<file path="src/hdl/sliding_median_spike_alert_defines.svh">
// Assertion macros used by the top RTL file of the sliding median spike alert.
`ifndef SLIDING_MEDIAN_SPIKE_ALERT_DEFINES_SVH
`define SLIDING_MEDIAN_SPIKE_ALERT_DEFINES_SVH

`ifndef ASSERT_OFF

`define SMSA_ASSERT_IMP(lbl, ck, rs, ante, cons, msg) \
  lbl: assert property (@(posedge ck) disable iff (rs) (ante) |-> (cons)) \
    else $error(msg);

`define SMSA_ASSERT_NXT(lbl, ck, rs, ante, cons, msg) \
  lbl: assert property (@(posedge ck) disable iff (rs) (ante) |=> (cons)) \
    else $error(msg);

`define SMSA_ASSERT_ALWAYS(lbl, ck, rs, cond, msg) \
  `SMSA_ASSERT_IMP(lbl, ck, rs, 1'b1, cond, msg)

`else

`define SMSA_ASSERT_IMP(lbl, ck, rs, ante, cons, msg)

`define SMSA_ASSERT_NXT(lbl, ck, rs, ante, cons, msg)

`define SMSA_ASSERT_ALWAYS(lbl, ck, rs, cond, msg)

`endif

`endif

</file>
<file path="src/hdl/smsa_ram.sv">
`timescale 1ns / 1ps
`default_nettype none

module smsa_ram #(
  parameter int WIDTH = 16,
  parameter int DEPTH = 256,
  parameter int ADDR_W = (DEPTH > 1) ? $clog2(DEPTH) : 1
) (
  input  wire logic              clk,
  input  wire logic              we,
  input  wire logic [ADDR_W-1:0] waddr,
  input  wire logic [WIDTH-1:0]  wdata,
  input  wire logic [ADDR_W-1:0] raddr,
  output logic      [WIDTH-1:0]  rdata
);

  logic [WIDTH-1:0] mem [DEPTH];

  always_ff @(posedge clk) begin
    if (we) begin
      mem[waddr] <= wdata;
    end
    rdata <= mem[raddr];
  end

endmodule

`default_nettype wire

</file>
<file path="config.mk">
export PLATFORM = sky130hd
export DESIGN_NAME = smsa_ram
export DESIGN_NICKNAME = d
export VERILOG_FILES = /design/src/hdl/sliding_median_spike_alert_defines.svh /design/src/hdl/smsa_ram.sv
export SDC_FILE = /design/constraint.sdc
export NUM_CORES = 2
export LEC_CHECK = 0
export BUFFER_PORTS_ARGS = -buffer_cell sky130_fd_sc_hd__buf_2
export CAP_MARGIN = 10
export CELL_PAD_IN_SITES_DETAIL_PLACEMENT = 0
export CELL_PAD_IN_SITES_GLOBAL_PLACEMENT = 1
export CORE_MARGIN = 5
export CORE_UTILIZATION = 40
export DETAILED_ROUTE_END_ITERATION = 8
export GPL_ROUTABILITY_DRIVEN = 0
export PLACE_DENSITY_LB_ADDON = 0.15
export SKIP_CTS_REPAIR_TIMING = 1
export SLEW_MARGIN = 20
export SYNTH_ARGS = -nofsm -noshare
export SYNTH_HDL_FRONTEND = slang
export SYNTH_SLANG_ARGS = --single-unit
</file>
<file path="constraint.sdc">
create_clock -name clk -period 2.52 [get_ports clk]
set_input_delay 0.504 -clock clk [delete_from_list [all_inputs] [get_ports clk]]
set_output_delay 0.504 -clock clk [all_outputs]
set_load 0.01 [all_outputs]
</file>
Word level (Yosys, flattened, before mapping)
Memory sizes are Yosys's and may differ from the RTL's. A register that Yosys moved wholly into a read port is not among the register bits.
Index checks and enable logic that the tools add are counted.
- muxes and demuxes: 2
- operators with widths (kind ; count):
    $mux 1 ; 2
- register bits: 0
- RAM bits: 4096
- bits of input ports: 34
- output and inout port bits: 16
- memories kept: 1
- memory list (name ; words ; width ; rd ports ; clocked after Yosys merged registers in ; write ports ; line ; source):
    mem ; 256 ; 16 ; 1 ; 1 ; 1 ; smsa_ram.sv:17 ; logic [WIDTH-1:0] mem [DEPTH];

Depth between registers and ports, before layout
- depth in word-level cells: 2
- gate-level depth with buffers: 12
- gate-level depth less buffers: 6

Least setup slack after synthesis
OpenSTA, ideal clock, no wires.
- path kind: input -> register
- start point: in waddr[3]
- end point: mem mem[235][0], enable pin
- library setup time: 0.388 ns
- arrival: 2.281 ns
- path slack: -0.149 ns
- cell stages on the path: 6
- buffers on the path: 3
- cells stage by stage: clkbuf_1 nor2b_1 clkbuf_1 nand4_1 clkbuf_1 nor2_1
- RTL lines (what ; line ; source):
    from (decl) ; smsa_ram.sv:11 ; input wire logic [ADDR_W-1:0] waddr,
    to (decl) ; smsa_ram.sv:17 ;
No word-level cell before the write port.

==> flow_summary.json <==
{
  "synth_area_mm2": 0.1587,
  "finClkSkew_ps": 65.78,
  "crit_arrival_ps": 3520,
  "yosysUniqueCellTypes": 52,
  "die_y_um": 639.9,
  "grt_antenna_before_repair": 36,
  "ys.flop_type": "edfxtp_1",
  "irDropWorstVdd_v": 0.0006897,
  "via_per_inst": 5.740,
  "fp.dieW_um": 639.9,
  "detail-route-antenna-nets": 0,
  "startpoint_type": "input port",
  "critical_path.endpoint_type": "flop",
  "clkLatencyLatePin_ps": 1020,
  "syn_to_final_growth_pct": 20.99,
  "cts_buffers": 435,
  "period_share_pct": 103.4,
  "path_max_fanout": 21,
  "syn_area_per_cell_um2": 21.56,
  "place_hpwl_um": 298700,
  "placed_area_mm2": 0.1769,
  "drv_slew": 0,
  "drtIter0Drc": 8656,
  "final_util_pct": 48.53,
  "grt_max_degree": 90,
  "cpPeakStageDelay_ps": 830,
  "fin_area_mm2": 0.1920,
  "clkTransAtPathRegs_ps": 60,
  "fmax_ghz": 0.3838,
  "hold_viol_final": 0,
  "fin_tns_setup_ps": -268.4,
  "async_reset_ff_share_pct": 0,
  "crit_family": "simple AND/OR/NAND/NOR gates",
  "p_per_area_mw_per_mm2": 771.0,
  "drc": 0,
  "finalSetupViolCount": 4,
  "cp_cell_sequence": "buf_12, buf_4, buf_16, buf_12, mux2_2, a221oi_1, o21ai_0, buf_4, nand4_1, or4b_1, nor4_2",
  "violations": "negative setup slack",
  "drive_above_1_share_pct": 33.01,
  "syn_nets": 7394,
  "critical_path_buf_inv_count": 5,
  "rsz0062_at_grt": "true",
  "grt_pass1_vias": 81620,
  "rows": 231,
  "seqCellArea_mm2": 0.1233,
  "slew_headroom_pct": 26.15,
  "clkSinkCount": 4112,
  "htree_levels": 5,
  "io_buffers": 49,
  "cts-root-buf": "clkbuf_16",
  "finalWirelength_um": 469900,
  "io-pin-count": 50,
  "multi_input_area_mm2": 0.03348,
  "min_period_ps": 2606,
  "critPathKind": "in -> reg",
  "setup_ws_ps": -85.85,
  "report.power.total_w": 0.1481,
  "synth_warnings": 0,
  "die_area_mm2": 0.4095,
  "mostFrequentLayoutCells": "edfxtp_1, mux4_2, buf_4",
  "final_common_cell": "edfxtp_1",
  "synthCells": 7360,
  "start_util_pct": 40.11,
  "max_slew.worst_pin.slew_ps": 1108,
  "status": "finished, violations left",
  "nFillCells": 32090,
  "grt_usage_pct": 22.60,
  "cts_tree": "done",
  "cpMaxStageDelayCell": "or4b_1",
  "grt_pass1_wl_um": 653400,
  "nets": 8604,
  "vias": 81480,
  "clockBufferDepth": 4,
  "max_cap_viol_count": 0,
  "firstDrtPassIters": 6,
  "ys_seq_elements": 4112,
  "wl_per_cell_um": 33.10,
  "grt.overflow.total": 0,
  "whs_ps": 59.29,
  "required_ps": 3430,
  "synth_edf_count": 4096,
  "leakage_nw": 62.15,
  "yosysSeqAreaShare_pct": 77.70,
  "coreArea_mm2": 0.3957,
  "hold_path_class": "in -> reg"
}
-- worst paths after layout --
check               from           to  slack (ps)  cells after the start
max             raddr[0]     rdata[4]         -90                     11
min             wdata[8]  mem[208][8]          60                      1
max reg2reg  mem[23][11]    rdata[11]          40                      6
min reg2reg  mem[106][2]     rdata[2]        1170                      6
-- power by group --
part / internal [W] / switching, W / total (W)
clock: 0.0368 / 0.0271 / 0.0639
sequential: 0.0754 / 0.000157 / 0.0755
combinational: 0.00339 / 0.00522 / 0.00861
-- worst register-to-register path: cells and delay by family, from the launching register on --
family / cells / cell delay, ps
compound gates: 2 / 690
buf+inv: 1 / 180
mux: 2 / 1020
flops: 1 / 370
simple gates: 1 / 40
-- registers in the layout (all words and copies together) (netlist names) --
signal / count
mem: 4096
rdata: 16
-- metal layers --
| metal | track usage, % | vias up | wire (um) |
|---|---|---|---|
| met5 | 0 | - | 24 |
| met4 | 4.987 | 4 | 10500 |
| met3 | 3.241 | 557 | 28750 |
| met2 | 35.95 | 2673 | 224100 |
| met1 | 33.31 | 44420 | 206600 |
| li1 | - | 33820 | - |
-- synthesized netlist by cell type (all sizes together) (2+ instances only) --
| master | count | area share [%] |
|---|---|---|
| a22o | 32 | 0.18 |
| nor4bb | 2 | 0.013 |
| o21ai | 38 | 0.12 |
| and2 | 2 | 0.0079 |
| o221ai | 253 | 1.4 |
| nand3 | 35 | 0.11 |
| nand4 | 26 | 0.10 |
| nand4b | 3 | 0.017 |
| a2111oi | 6 | 0.033 |
| dfxtp | 16 | 0.20 |
| edfxtp | 4096 | 77 |
| nand2b | 3 | 0.012 |
| buf | 222 | 1.1 |
| inv | 4 | 0.0095 |
| mux2 | 88 | 0.62 |
| and4 | 2 | 0.011 |
| nor2b | 9 | 0.035 |
| nor2 | 304 | 0.72 |
| nor3 | 92 | 0.29 |
| a21o | 2 | 0.0095 |
| a31oi | 6 | 0.024 |
| clkbuf | 230 | 0.54 |
| o32ai | 21 | 0.12 |
| a211oi | 18 | 0.085 |
| mux4 | 797 | 11 |
| a21oi | 175 | 0.55 |
| o22ai | 148 | 0.58 |
| nand2 | 38 | 0.090 |
| and3 | 11 | 0.043 |
| nor4 | 18 | 0.075 |
| o31ai | 16 | 0.076 |
| a221oi | 28 | 0.15 |
| mux2i | 565 | 3.6 |
| or3 | 2 | 0.0079 |
| a22oi | 43 | 0.20 |
| or2 | 5 | 0.020 |
-- cell families after synthesis --
group / after synthesis / synth area share (%)
AO/OA/AOI/OAI: 786 / 3.537
AND/OR/NAND/NOR: 556 / 1.574
flip-flops: 4112 / 77.70
multiplexers: 1450 / 15.50
buffers and inverters: 456 / 1.693
-- cell type report --
| class | instances | area share (%) |
|---|---|---|
| sequential | 4112 | 64.22 |
| multi-input combinational | 2792 | 17.43 |
| clock inverter | 273 | 1.476 |
| timing repair buffer | 1225 | 7.472 |
| clock buffer | 529 | 5.948 |
| antenna | 18 | 0.02346 |
| inverter | 4 | 0.01433 |
| tap | 5242 | 3.416 |
-- metrics by stage --
| step | std cells | worst slack, ps |
|---|---|---|
| CTS | 14140 | -558.6 |
| floorplan | 7360 | -149.0 |
| global route | 14180 | -47.73 |
| finish | 14200 | -85.85 |
| global placement | 13340 | -1401 |
| detailed placement | 13340 | -1365 |
Note: power is estimated with default switching activity, not from simulation.
