<file path="src/hdl/sliding_median_spike_alert_defines.svh">
// Assertion macros used by the top RTL file of the sliding median spike alert.
`ifndef SLIDING_MEDIAN_SPIKE_ALERT_DEFINES_SVH
`define SLIDING_MEDIAN_SPIKE_ALERT_DEFINES_SVH

`ifndef ASSERT_OFF

`define SMSA_ASSERT_IMP(lbl, ck, rs, ante, cons, msg) \
  lbl: assert property (@(posedge ck) disable iff (rs) (ante) |-> (cons)) \
    else $error(msg);

`define SMSA_ASSERT_NXT(lbl, ck, rs, ante, cons, msg) \
  lbl: assert property (@(posedge ck) disable iff (rs) (ante) |=> (cons)) \
    else $error(msg);

`define SMSA_ASSERT_ALWAYS(lbl, ck, rs, cond, msg) \
  `SMSA_ASSERT_IMP(lbl, ck, rs, 1'b1, cond, msg)

`else

`define SMSA_ASSERT_IMP(lbl, ck, rs, ante, cons, msg)

`define SMSA_ASSERT_NXT(lbl, ck, rs, ante, cons, msg)

`define SMSA_ASSERT_ALWAYS(lbl, ck, rs, cond, msg)

`endif

`endif

</file>
<file path="src/hdl/smsa_pkg.sv">
`timescale 1ns / 1ps
`default_nettype none

package smsa_pkg;

  localparam int CFG_W = 9;
  localparam int COUNT_W = 32;
  localparam logic [CFG_W-1:0] LEN_RESET = 9'd5;

  typedef enum logic {
    ST_IDLE,
    ST_SETTLE
  } state_t;

  typedef struct packed {
    logic load;
    logic remove;
  } cell_ctrl_t;

  // Register stages of a four-way reduction tree over n leaves.
  function automatic int tree_levels(input int n);
    int lv;
    if (n <= 4) begin
      lv = 1;
    end else begin
      lv = ($clog2(n) + 1) / 2;
    end
    return lv;
  endfunction

endpackage

`default_nettype wire

</file>
<file path="src/hdl/smsa_cell.sv">
`timescale 1ns / 1ps
`default_nettype none

module smsa_cell #(
  parameter int SAMPLE_BITS = 16,
  parameter int WINDOW_MAX = 256,
  parameter int INDEX = 0,
  parameter int LEN_W = $clog2(WINDOW_MAX + 1),
  parameter int IDX_W = (WINDOW_MAX > 1) ? $clog2(WINDOW_MAX) : 1
) (
  input  wire logic                       clk,
  input  wire smsa_pkg::cell_ctrl_t       ctrl,
  input  wire logic [SAMPLE_BITS-1:0]     rm_val,
  input  wire logic [SAMPLE_BITS-1:0]     sample,
  input  wire logic [LEN_W-1:0]           ins_count,
  input  wire logic [IDX_W-1:0]           lo_idx,
  input  wire logic [IDX_W-1:0]           hi_idx,
  input  wire logic [SAMPLE_BITS-1:0]     v_right,
  input  wire logic [SAMPLE_BITS-1:0]     w_left,
  input  wire logic                       ltw_left,
  output logic      [SAMPLE_BITS-1:0]     value,
  output logic      [SAMPLE_BITS-1:0]     w_out,
  output logic                            ltw_out,
  output logic      [2*SAMPLE_BITS-1:0]   tap
);

  import smsa_pkg::*;

  localparam logic [IDX_W-1:0] MY_IDX = IDX_W'(INDEX);
  localparam logic [LEN_W-1:0] MY_POS = LEN_W'(INDEX);

  logic                   shift_left;
  logic [SAMPLE_BITS-1:0] value_next;

  // The oldest sample leaves first, then the new sample goes in front of
  // the first entry that is not below it.
  always_comb begin
    shift_left = ctrl.remove && (value >= rm_val);
    w_out = shift_left ? v_right : value;
    ltw_out = (MY_POS < ins_count) && (w_out < sample);
    if (ltw_out) begin
      value_next = w_out;
    end else if (ltw_left) begin
      value_next = sample;
    end else begin
      value_next = w_left;
    end
  end

  always_ff @(posedge clk) begin
    if (ctrl.load) begin
      value <= value_next;
    end
  end

  assign tap = {(MY_IDX == hi_idx) ? value : '0, (MY_IDX == lo_idx) ? value : '0};

endmodule

`default_nettype wire

</file>
<file path="config.mk">
export PLATFORM = sky130hd
export DESIGN_NAME = smsa_cell
export DESIGN_NICKNAME = d
export VERILOG_FILES = /design/src/hdl/sliding_median_spike_alert_defines.svh /design/src/hdl/smsa_pkg.sv /design/src/hdl/smsa_cell.sv
export SDC_FILE = /design/constraint.sdc
export NUM_CORES = 1
export LEC_CHECK = 0
export BUFFER_PORTS_ARGS = -buffer_cell sky130_fd_sc_hd__buf_2
export CORE_MARGIN = 1.5
export CORE_UTILIZATION = 44
export DETAILED_ROUTE_END_ITERATION = 6
export GPL_TIMING_DRIVEN = 0
export HOLD_SLACK_MARGIN = 0.06
export PLACE_DENSITY = 0.82
export SLEW_MARGIN = 5
export SYNTH_ARGS = -nofsm -noshare
export SYNTH_HDL_FRONTEND = slang
export SYNTH_SLANG_ARGS = --single-unit
</file>
<file path="constraint.sdc">
create_clock -name clk -period 5.2 [get_ports clk]
set_clock_uncertainty 0.2 [all_clocks]
set_input_delay 0.26 -clock clk [delete_from_list [all_inputs] [get_ports clk]]
set_output_delay 0.26 -clock clk [all_outputs]
set_load 0.05 [all_outputs]
</file>
; After elaboration in Yosys (flattened, before gate mapping)
; Cells that the tools add are included.
[op_classes]
n_lt_le_gt_ge = 3
muxes = 5
reduce_logical = 4
[ops]
columns = operator, n
row1 = 16-bit two-way mux, 5
row2 = 16-bit >= comparator, 1
row3 = 8-bit logical NOT, 2
row4 = 16-bit less-than comparator, 1
row5 = "1-bit by 9-bit less-than comparator with 1-bit output, first input constant", 1
row6 = 1-bit logical AND, 2
[totals]
reg_bits = 16
output_inout_bits = 65

; Logic depth before layout (Yosys ltp)
; Gate-level depths: netlist (run 1).
[logic_depth]
depth_word = 6
ltp_mapped = 16
mapped_depth_nobuf = 14

; Least setup slack after synthesis (run 1)
; Ideal clock, no wire load.
[synth_path]
path_type = register -> output
startpoint = register value[9]
endpoint = output port ltw_out
arrival_ns = 4.869
required_time_ns = 4.740
path_slack_ns = -0.129
stages_incl_launch_ff = 15
n_path_buf = 2
path_cell_list = edfxtp_1 -> ha_1 -> nand2_1 -> nor4_1 -> o21ai_1 -> o21ai_1 -> buf_2 -> mux2_1 -> ha_1 -> a21oi_1 -> o21ai_1 -> a2111oi_4 -> o211ai_4 -> buf_12 -> mux2i_1
[synth_via]
elab_chain_cells = 5
[synth_rtl]
columns = item, line_no
row1 = "start, declared", smsa_cell.sv:21  ; output logic [SAMPLE_BITS-1:0] value,
row2 = "start signal, assigned", smsa_cell.sv:52  ; value <= value_next;
row3 = 16-bit >= comparator, smsa_cell.sv:38  ; shift_left = ctrl.remove && (value >= rm_val);
row4 = 1-bit logical AND, smsa_cell.sv:38
row5 = 16-bit two-way mux, smsa_cell.sv:39  ; w_out = shift_left ? v_right : value;
row6 = named net w_out[7], smsa_cell.sv:22  ; output logic [SAMPLE_BITS-1:0] w_out,
row7 = 16-bit less-than comparator, smsa_cell.sv:40  ; ltw_out = (MY_POS < ins_count) && (w_out < sample);
row8 = 1-bit logical AND, smsa_cell.sv:40
row9 = "end, declared", smsa_cell.sv:23  ; output logic ltw_out,
; The timed path passes the listed nets, and every way through them passes these cells.

; Worst setup path after layout (run 1)
[layout_path]
startpoint = register value[11]
endpoint = output port ltw_out
[layout_via]
elab_chain_cells = 5
[layout_rtl]
columns = item, line_no
row1 = 16-bit >= comparator, smsa_cell.sv:38
row2 = 1-bit logical AND, smsa_cell.sv:38
row3 = 16-bit two-way mux (*), smsa_cell.sv:39
row4 = 16-bit less-than comparator (*), smsa_cell.sv:40
row5 = 1-bit logical AND (*), smsa_cell.sv:40
; Mark *: on every way between the ends. The rest lies on a longest branch, timed or not.

==> results of run 1 <==
-- routing by layer --
layer / share of wire, % / vias to the layer above
met4: 2.3 / 0
met1: 40 / 1241
li1: - / 1283
met2: 52 / 121
met5: 0 / -
met3: 6.1 / 14
-- synth_stat cells --
cell type	instances
edfxtp_1	16
o211ai_4	1
nor3b_1	1
buf_2	2
nor2b_1	1
nand3_4	1
or4_4	1
nand2b_1	1
mux2_1	4
a211oi_1	2
and2_1	30
o21a_1	2
nor4_4	1
a221oi_1	1
and3_1	1
nor4_1	2
nor2_1	6
nand3_1	5
nor4b_1	1
a21oi_1	10
ha_1	31
buf_12	1
o211ai_1	2
nand2_1	11
buf_6	1
o21ai_1	3
clkbuf_1	5
nand4_1	2
o21ai_0	5
nor3_1	2
or4_1	4
mux2i_1	47
inv_1	31
or3_1	1
mux2_2	27
a2111oi_4	1
-- worst max-delay path, delay by kind of cell, from the launching register on --
family / cells / cell delay, ns
adder cells (fa/ha/maj): 2 / 0.67
multiplexers: 2 / 0.46
flip-flops: 1 / 0.48
AND/OR/NAND/NOR: 5 / 1.11
AO/OA/AOI/OAI: 3 / 0.70
buffers and inverters: 3 / 0.78
-- cell families after synthesis --
group / Yosys count
fa+ha+maj: 31
flops: 16
simple gates: 71
compound gates: 27
buf+inv: 40
mux: 78
-- area by class of cell --
| cell class | count | area (um2) |
|---|---|---|
| Clock buffer | 3 | 41.29 |
| Sequential cell | 16 | 480.5 |
| Tap cell | 72 | 90.09 |
| Multi-Input combinational cell | 207 | 1847 |
| Buffer | 9 | 62.56 |
| Timing Repair Buffer | 160 | 810.8 |
| Fill cell | 486 | 2024 |
| Inverter | 31 | 116.4 |
-- what timing repair did --
action	CTS	global route
setup buffers	0	4
pin swaps	0	2
resized for setup	2	1
endpoints found under the setup margin	1	10
-- power by group --
part | internal (W) | leakage (nW) | total, W | switching, W
logic | 0.000462 | 1.66 | 0.00127 | 0.000812
registers | 0.000220 | 0.156 | 0.000297 | 0.0000762
clock network | 0.0000514 | 0.0216 | 0.0000958 | 0.0000444
-- how the worst max path moves through the flow --
stage | endpoint | slack [ns]
2_1_floorplan | ltw_out | 0.13
3_3_place_gp | ltw_out | 0.19
3_5_place_dp | value[12] | 0.14
4_1_cts | ltw_out | 0.04
5_1_grt | ltw_out | -0.008
6_report | ltw_out | 0.29
-- cell usage in the layout, fill, tap and decap left out, types with 6 or more instances in the layout --
cell type	synthesis	final
nor2_1	6	6
buf_2	2	157
nand2_1	11	11
inv_1	31	31
ha_1	31	31
a21oi_1	10	10
mux2i_1	47	46
and2_1	30	30
edfxtp_1	16	16
mux2_2	27	27
-- per-stage QoR --
stage | cells | hold slack [ns] | power (W)
after floorplan | 263 | 0.1725 | 0.001250
after global placement | 491 | 0.4365 | 0.001505
after detailed placement | 491 | 0.4465 | 0.001536
after CTS | 494 | 0.1907 | 0.001635
after global routing | 498 | 0.1964 | 0.001771
final | 498 | 0.1950 | 0.001666
==> impl_metrics.toml, run 1 <==
[finish]
final_layout_size_suffix_gt1_share_pct = 47.42
largest_registers = "value: 16 flops"
final_util_pct = 63.01
regMostFlops = "value"
n_antenna_cell = 0
fin_area_mm2 = 0.003448
final_nets = 552
largest_reg_flops = 16
areaGrowthSynthToFinish_pct = 38.49

[worst_setup_path]
reg2reg_slack_ns = 0.51
critPathArrivalTime_ns = 4.45
critPathCaptureType = "primary output"
crit_chain = "ha_1 > nand2_1 > nor4_1 > o21ai_1 > o21ai_2 > buf_2 > mux2_2 > ha_1 > nand4_1 > nor4_2 > nand2_1 > o211ai_4 > buf_12 > mux2i_2 > buf_2"
cpMaxStageDelayCell = "edfxtp_1"
slowest_delay_ns = 0.48
critPathLaunch = "value[11]"
crit_type = "register to primary output"
cp_max_fo = 10
r2r-start = "value[11]"
start_kind = "register"
critPathRequiredTime_ns = 4.74
reg2reg_to = "value[12]"
r2r_cells = 15

[detailed_routing]
drt_iter0_markers = 69
drc_errors = 0
vias_per_cell = 5.339
dr.pass1.iters = 5
wirelength_um = 7269
drtAntennaViolNets = 0
avgRoutedWirePerCell_um = 14.60
vias = 2659

[grt]
grt_pass1_wl_um = 10830
grt_pass1_vias = 2464
grtUsageMet1_pct = 24.73
grt_start_max_net_pins = 17
antenna_found_initial = 0
overflow = 0
track_usage_pct = 22.12
grt_use_met3_pct = 1.744
gr-usage-met2_pct = 42.61
busiest_layer = "met2"

[die]
die_area_mm2 = 0.006119
core_area_mm2 = 0.005473
initial_core_util_pct = 45.50
die_h_um = 78.23
ios = 158
fp.dieW_um = 78.23
num_rows = 27

[clock_tree]
cts-root-buf = "clkbuf_8"
cts_hold_buf = 0
clk_path_buf_depth = 2
cts_tree = "done"
cts_buffers = 3
clk_latency_ns = 0.25
htree_levels = 1
clkTransAtPathRegs_ns = 0.07
clock-sinks = 16

[logic_synthesis]
yosys-top-cells-area = "edfxtp_1 (19%), mux2i_1 (19%), ha_1 (16%)"
synthAdderAreaFrac_pct = 15.58
netlist.area_leader.share_pct = 19.30
ys_seq_area_share_pct = 19.30
syn_area_per_cell_um2 = 9.467
syn_nets = 387
yosys.area_share.simple_pct = 17.39
muxShareOfSynthArea_pct = 32.91
synth_compound_area_share_pct = 7.739
synth_top_family_by_area = "multiplexers"
yosysWarnings = 0
synth.ff_latch_count = 16
synthXorXnorAreaFrac_pct = 0
yosys.area.top_type = "edfxtp_1"
yosysUniqueCellTypes = 36
syn_inst = 263
netlist_area_mm2 = 0.002490

[pwr]
leakagePower_nw = 1.838
p_per_area_mw_per_mm2 = 483.2
max-vdd-ir-drop_mv = 0.2758

[sta]
max-slew-margin-rel_pct = 47.64
hold_violations = 0
fin_crit_ns = 4.912
report.final.slew_viol_count = 0
tns_ns = 0
setup_ws_ns = 0.2881
finalSetupViolCount = 0
fmax_mhz = 203.6
tightest_slew_ns = 0.7854
finalCritPeriodShare_pct = 94.46

[placed_design]
gp_congestion = 0.8089
dp_hpwl_um = 5951
placed_area_mm2 = 0.003364
pre_cts_ws_ns = 0.1425
port_buffers = 156

[min_path]
hold_class = "primary input to register"
hold_depth = 3
hp-start = "v_right[3]"
hold_end = "value[3]"

[run_status]
status = "completed"

[run]
max_cap_violations = 0
No activity file was read; power rests on OpenSTA's default activity.
==> run 2, diff against run 1 <==
Settings changed: CORE_UTILIZATION 44 to 47, PLACE_DENSITY 0.82 to 0.87.
Clock period 5.2 ns to 6.3 ns, I/O delays scaled along.
==> impl_metrics.toml, run 2 (same netlist as run 1, synthesis figures left out) <==
[finish]
multi_input_area_mm2 = 0.001833
regMostFlops = "value"
n_fill_cell = 446
seq_area_um2 = 480.5
largest_registers = "value: 16 flops"
final_layout_size_suffix_gt1_share_pct = 46.10
final_nets = 548
areaGrowthSynthToFinish_pct = 36.68
mostFrequentLayoutCells = "buf_2 (158), mux2i_1 (47), inv_1 (31), ha_1 (31), and2_1 (30)"
fin_area_mm2 = 0.003403
largest_reg_flops = 16
n_antenna_cell = 0
final_common_cell = "buf_2"

[die]
initial_core_util_pct = 48.75
core_area_mm2 = 0.005107
ios = 158
die_h_um = 75.79
num_rows = 26
fp.dieW_um = 75.79
die_area_mm2 = 0.005743

[detailed_routing]
drc_errors = 0
drtAntennaViolNets = 0
wirelength_um = 7221
vias_per_cell = 5.286
dr.pass1.iters = 4
avgRoutedWirePerCell_um = 14.65
drt_iter0_markers = 80
vias = 2606

[pwr]
max-vdd-ir-drop_mv = 0.2130
p_per_area_mw_per_mm2 = 396.3
netSwitchingFraction_pct = 56.70
p_seq_share_pct = 18.3
power_w = 0.001349
leakagePower_nw = 1.819
switching_power_w = 0.0007647
p_clk_share_pct = 6.2
combPwrFrac_pct = 75.6
p_int_w = 0.0005840

[worst_setup_path]
critPathRequiredTime_ns = 5.78
critPathArrivalTime_ns = 4.82
crit_type = "register to primary output"
start_kind = "register"
cp_max_fo = 10
critPathCaptureType = "primary output"

[clock_tree]
cts_tree = "done"
clock-sinks = 16
clkTransAtPathRegs_ns = 0.07
cts-root-buf = "clkbuf_8"
post-cts-setup-buffers = 0
clk_path_buf_depth = 2
htree_levels = 1
clk_latency_ns = 0.25
cts_hold_buf = 0
cts_resized = 0
cts_buffers = 3

[placed_design]
dp_hpwl_um = 6005
gp_congestion = 0.8205
pre_cts_ws_ns = 1.234
port_buffers = 156
placed_area_mm2 = 0.003358

[sta]
hold_violations = 0
finalSetupViolCount = 0
fin_crit_ns = 5.330
report.final.slew_viol_count = 0
fmax_mhz = 187.6
finalCritPeriodShare_pct = 84.61
setup_ws_ns = 0.9698
tns_ns = 0
grt_setup_unrepaired = "false"
tightest_slew_ns = 0.7542
max-slew-margin-rel_pct = 49.72

[run]
max_cap_violations = 0

[grt]
grt_pass1_vias = 2350
track_usage_pct = 23.15
grt_start_max_net_pins = 17
grt_pass1_wl_um = 10140
antenna_found_initial = 0
overflow = 0

[run_status]
status = "completed"

[min_path]
hold_class = "primary input to register"
[run 2: cell types whose count changed in the layout (fill, tap and decap cells not counted), sizes merged]
cell | previous run | this run
buf | 164 | 160
clkinv | 0 | 1
[run 2: final timing paths]
path | slack (ns) | endpoint | from | depth (start not counted)
worst max-delay path | 0.97 | ltw_out | value[11] | 15
worst min-delay path | 0.25 | value[7] | v_right[7] | 3
worst max register to register | 1.26 | value[12] | value[11] | 15
worst min register to register | 0.58 | value[3] | value[3] | 2
[run 2: per-layer routing]
metal / up-vias / wire (um) / track usage (%)
li1: 1273 / - / -
met1: 1202 / 2990 / 27.28
met2: 117 / 3695 / 44.35
met3: 14 / 402 / 1.190
met4: 0 / 133 / 7.341
met5: - / 0 / 0
[run 2: power groups by stage]
stage,clock network (W),logic (W),registers [W]
detailed placement,0,0.00102,0.000249
finish,0.0000831,0.00102,0.000247
floorplan,0,0.000668,0.000360
global route,0.0000861,0.00109,0.000256
CTS,0.0000832,0.00102,0.000246
global placement,0,0.000991,0.000245
[run 2: worst max-delay path: stages, from the launching register on]
cell and delay, ns:
edfxtp_1 0.48, ha_1 0.35, nand2_1 0.07, nor4_1 0.31, o21ai_1 0.12, o21ai_1 0.41
buf_2 0.39, mux2_2 0.39, ha_1 0.30, nand4_1 0.17, nor4_1 0.42, nand2_1 0.20
o211ai_4 0.42, buf_12 0.20, mux2i_1 0.08, buf_2 0.24
[run 2: final cells by class]
type | count | share of cell area, %
plain buffers | 9 | 1.765
clock buffers | 3 | 1.213
clock inverters | 1 | 0.1103
inverters | 31 | 3.419
multi-input cells | 207 | 53.86
flip-flops and latches | 16 | 14.12
well taps | 70 | 2.574
repair buffers | 156 | 22.94
[run 2: stage by stage]
step / std cells / hold WS [ns] / utilization [%]
after global routing: 493 / 0.2493 / 66.63
after global placement: 489 / 0.4912 / 65.75
after detailed placement: 489 / 0.5050 / 65.75
after floorplan: 263 / 0.2275 / -
after CTS: 493 / 0.2419 / 66.63
final: 493 / 0.2465 / 66.63
==> run 3, diff against run 2 <==
Settings changed: CORE_UTILIZATION 47 to 44, PLACE_DENSITY 0.87 to 0.82.
Clock period 6.3 ns to 5.5 ns, I/O delays scaled along.
==> impl_metrics.toml, run 3 (same netlist as run 1, synthesis figures left out) <==
[clock_tree]
clkTransAtPathRegs_ns = 0.07
post-cts-setup-buffers = 0
cts_resized = 0
htree_levels = 1
clk_latency_ns = 0.26
cts_buffers = 3
cts_hold_buf = 0
clk_path_buf_depth = 2
cts-root-buf = "clkbuf_8"
cts_tree = "done"
clock-sinks = 16

[pwr]
p_per_area_mw_per_mm2 = 456.4
leakagePower_nw = 1.819
max-vdd-ir-drop_mv = 0.2179
power_w = 0.001554

[die]
die_area_mm2 = 0.006119
die_h_um = 78.23
initial_core_util_pct = 45.50
fp.dieW_um = 78.23
ios = 158
num_rows = 27
core_area_mm2 = 0.005473

[detailed_routing]
avgRoutedWirePerCell_um = 15.19
wirelength_um = 7520
dr.pass1.iters = 4
vias_per_cell = 5.295
drt_iter0_markers = 65
vias = 2621
drc_errors = 0
drtAntennaViolNets = 0

[finish]
n_fill_cell = 497
fin_area_mm2 = 0.003406
final_common_cell = "buf_2"
largest_reg_flops = 16
largest_registers = "value: 16 flops"
final_nets = 548
mostFrequentLayoutCells = "buf_2 (158), mux2i_1 (47), inv_1 (31), ha_1 (31), and2_1 (30)"
areaGrowthSynthToFinish_pct = 36.78
multi_input_area_mm2 = 0.001833
n_antenna_cell = 0
seq_area_um2 = 480.5
final_layout_size_suffix_gt1_share_pct = 46.10
regMostFlops = "value"

[worst_setup_path]
cp.buffers_inverters = 3
start_kind = "register"
critPathArrivalTime_ns = 4.78
cp_max_fo = 10
slowest_delay_ns = 0.56
r2r-start = "value[11]"
crit_type = "register to primary output"
critPathCaptureType = "primary output"
r2r_cells = 15
worst-path-stages = 15
cp_common_cell = "o21ai_1"
critPathRequiredTime_ns = 5.03
crit_chain = "ha_1 > nand2_1 > nor4_1 > o21ai_1 > o21ai_1 > buf_2 > mux2_1 > ha_1 > a21oi_1 > o21ai_1 > a2111oi_4 > o211ai_4 > buf_12 > mux2i_1 > buf_2"
cpMaxStageDelayCell = "a2111oi_4"
critPathLaunch = "value[11]"
critPathTopFamily = "compound AO/OA/AOI/OAI gates"

[min_path]
hp-start = "v_right[1]"
hold_depth = 3
hold_class = "primary input to register"

[sta]
tns_ns = 0
max-slew-margin-rel_pct = 51.83
fin_crit_ns = 5.260
finalCritPeriodShare_pct = 95.63
hold_ws_ns = 0.1950
tightest_slew_ns = 0.7225
hold_violations = 0
fmax_mhz = 190.1
grt_setup_unrepaired = "false"
report.final.slew_viol_count = 0
finalSetupViolCount = 0

[grt]
overflow = 0
grt_start_max_net_pins = 17
grt_pass1_wl_um = 11070
antenna_found_initial = 0
grt_pass1_vias = 2496
track_usage_pct = 22.84

[run]
max_cap_violations = 0

[run_status]
status = "completed"

[placed_design]
port_buffers = 156
gp_congestion = 0.8524
placed_area_mm2 = 0.003361
dp_hpwl_um = 6231
-- run 3: where the power goes --
part           switching, W  internal (W)
logic              0.000762      0.000412
registers         0.0000766      0.000209
clock network     0.0000449     0.0000496
total              0.000884      0.000670
-- run 3: final cells by class --
cell class | count | share of cell area [%]
buffer | 9 | 1.763
clock buffer | 3 | 1.212
clock inverter | 1 | 0.1102
inverter | 31 | 3.417
multi-input combinational | 207 | 53.82
sequential | 16 | 14.11
tap | 72 | 2.645
timing repair buffer | 156 | 22.92
-- run 3: metal layers --
metal	global-route usage [%]	wire (um)	up-vias
li1	-	-	1276
met1	23.91	2991	1226
met2	45.57	3934	109
met3	2.674	445	10
met4	8.929	148	0
met5	0	0	-
-- run 3: worst register-to-register path: stages, from the launching register on --
cell	delay (ns)
edfxtp_1	0.49
ha_1	0.35
nand2_1	0.07
nor4_1	0.29
o21ai_1	0.11
o21ai_1	0.37
buf_2	0.37
mux2_2	0.39
ha_1	0.32
nand4_1	0.18
nor4_1	0.39
nand2_1	0.19
o211ai_4	0.42
buf_12	0.20
mux2i_1	0.22
mux2i_1	0.11
-- run 3: worst paths after layout --
path / endpoint / slack (ns)
worst min register to register: value[9] / 0.57
worst max register to register: value[13] / 0.56
worst max-delay path: ltw_out / 0.24
worst min-delay path: value[1] / 0.20
-- run 3: through the flow --
stage	setup slack (ns)	instances	utilization, %
finish	0.2405	495	62.23
global route	0.003964	495	62.23
CTS	0.2037	495	62.23
detailed placement	0.4957	491	61.41
global placement	0.5152	491	61.41
floorplan	0.1563	263	-
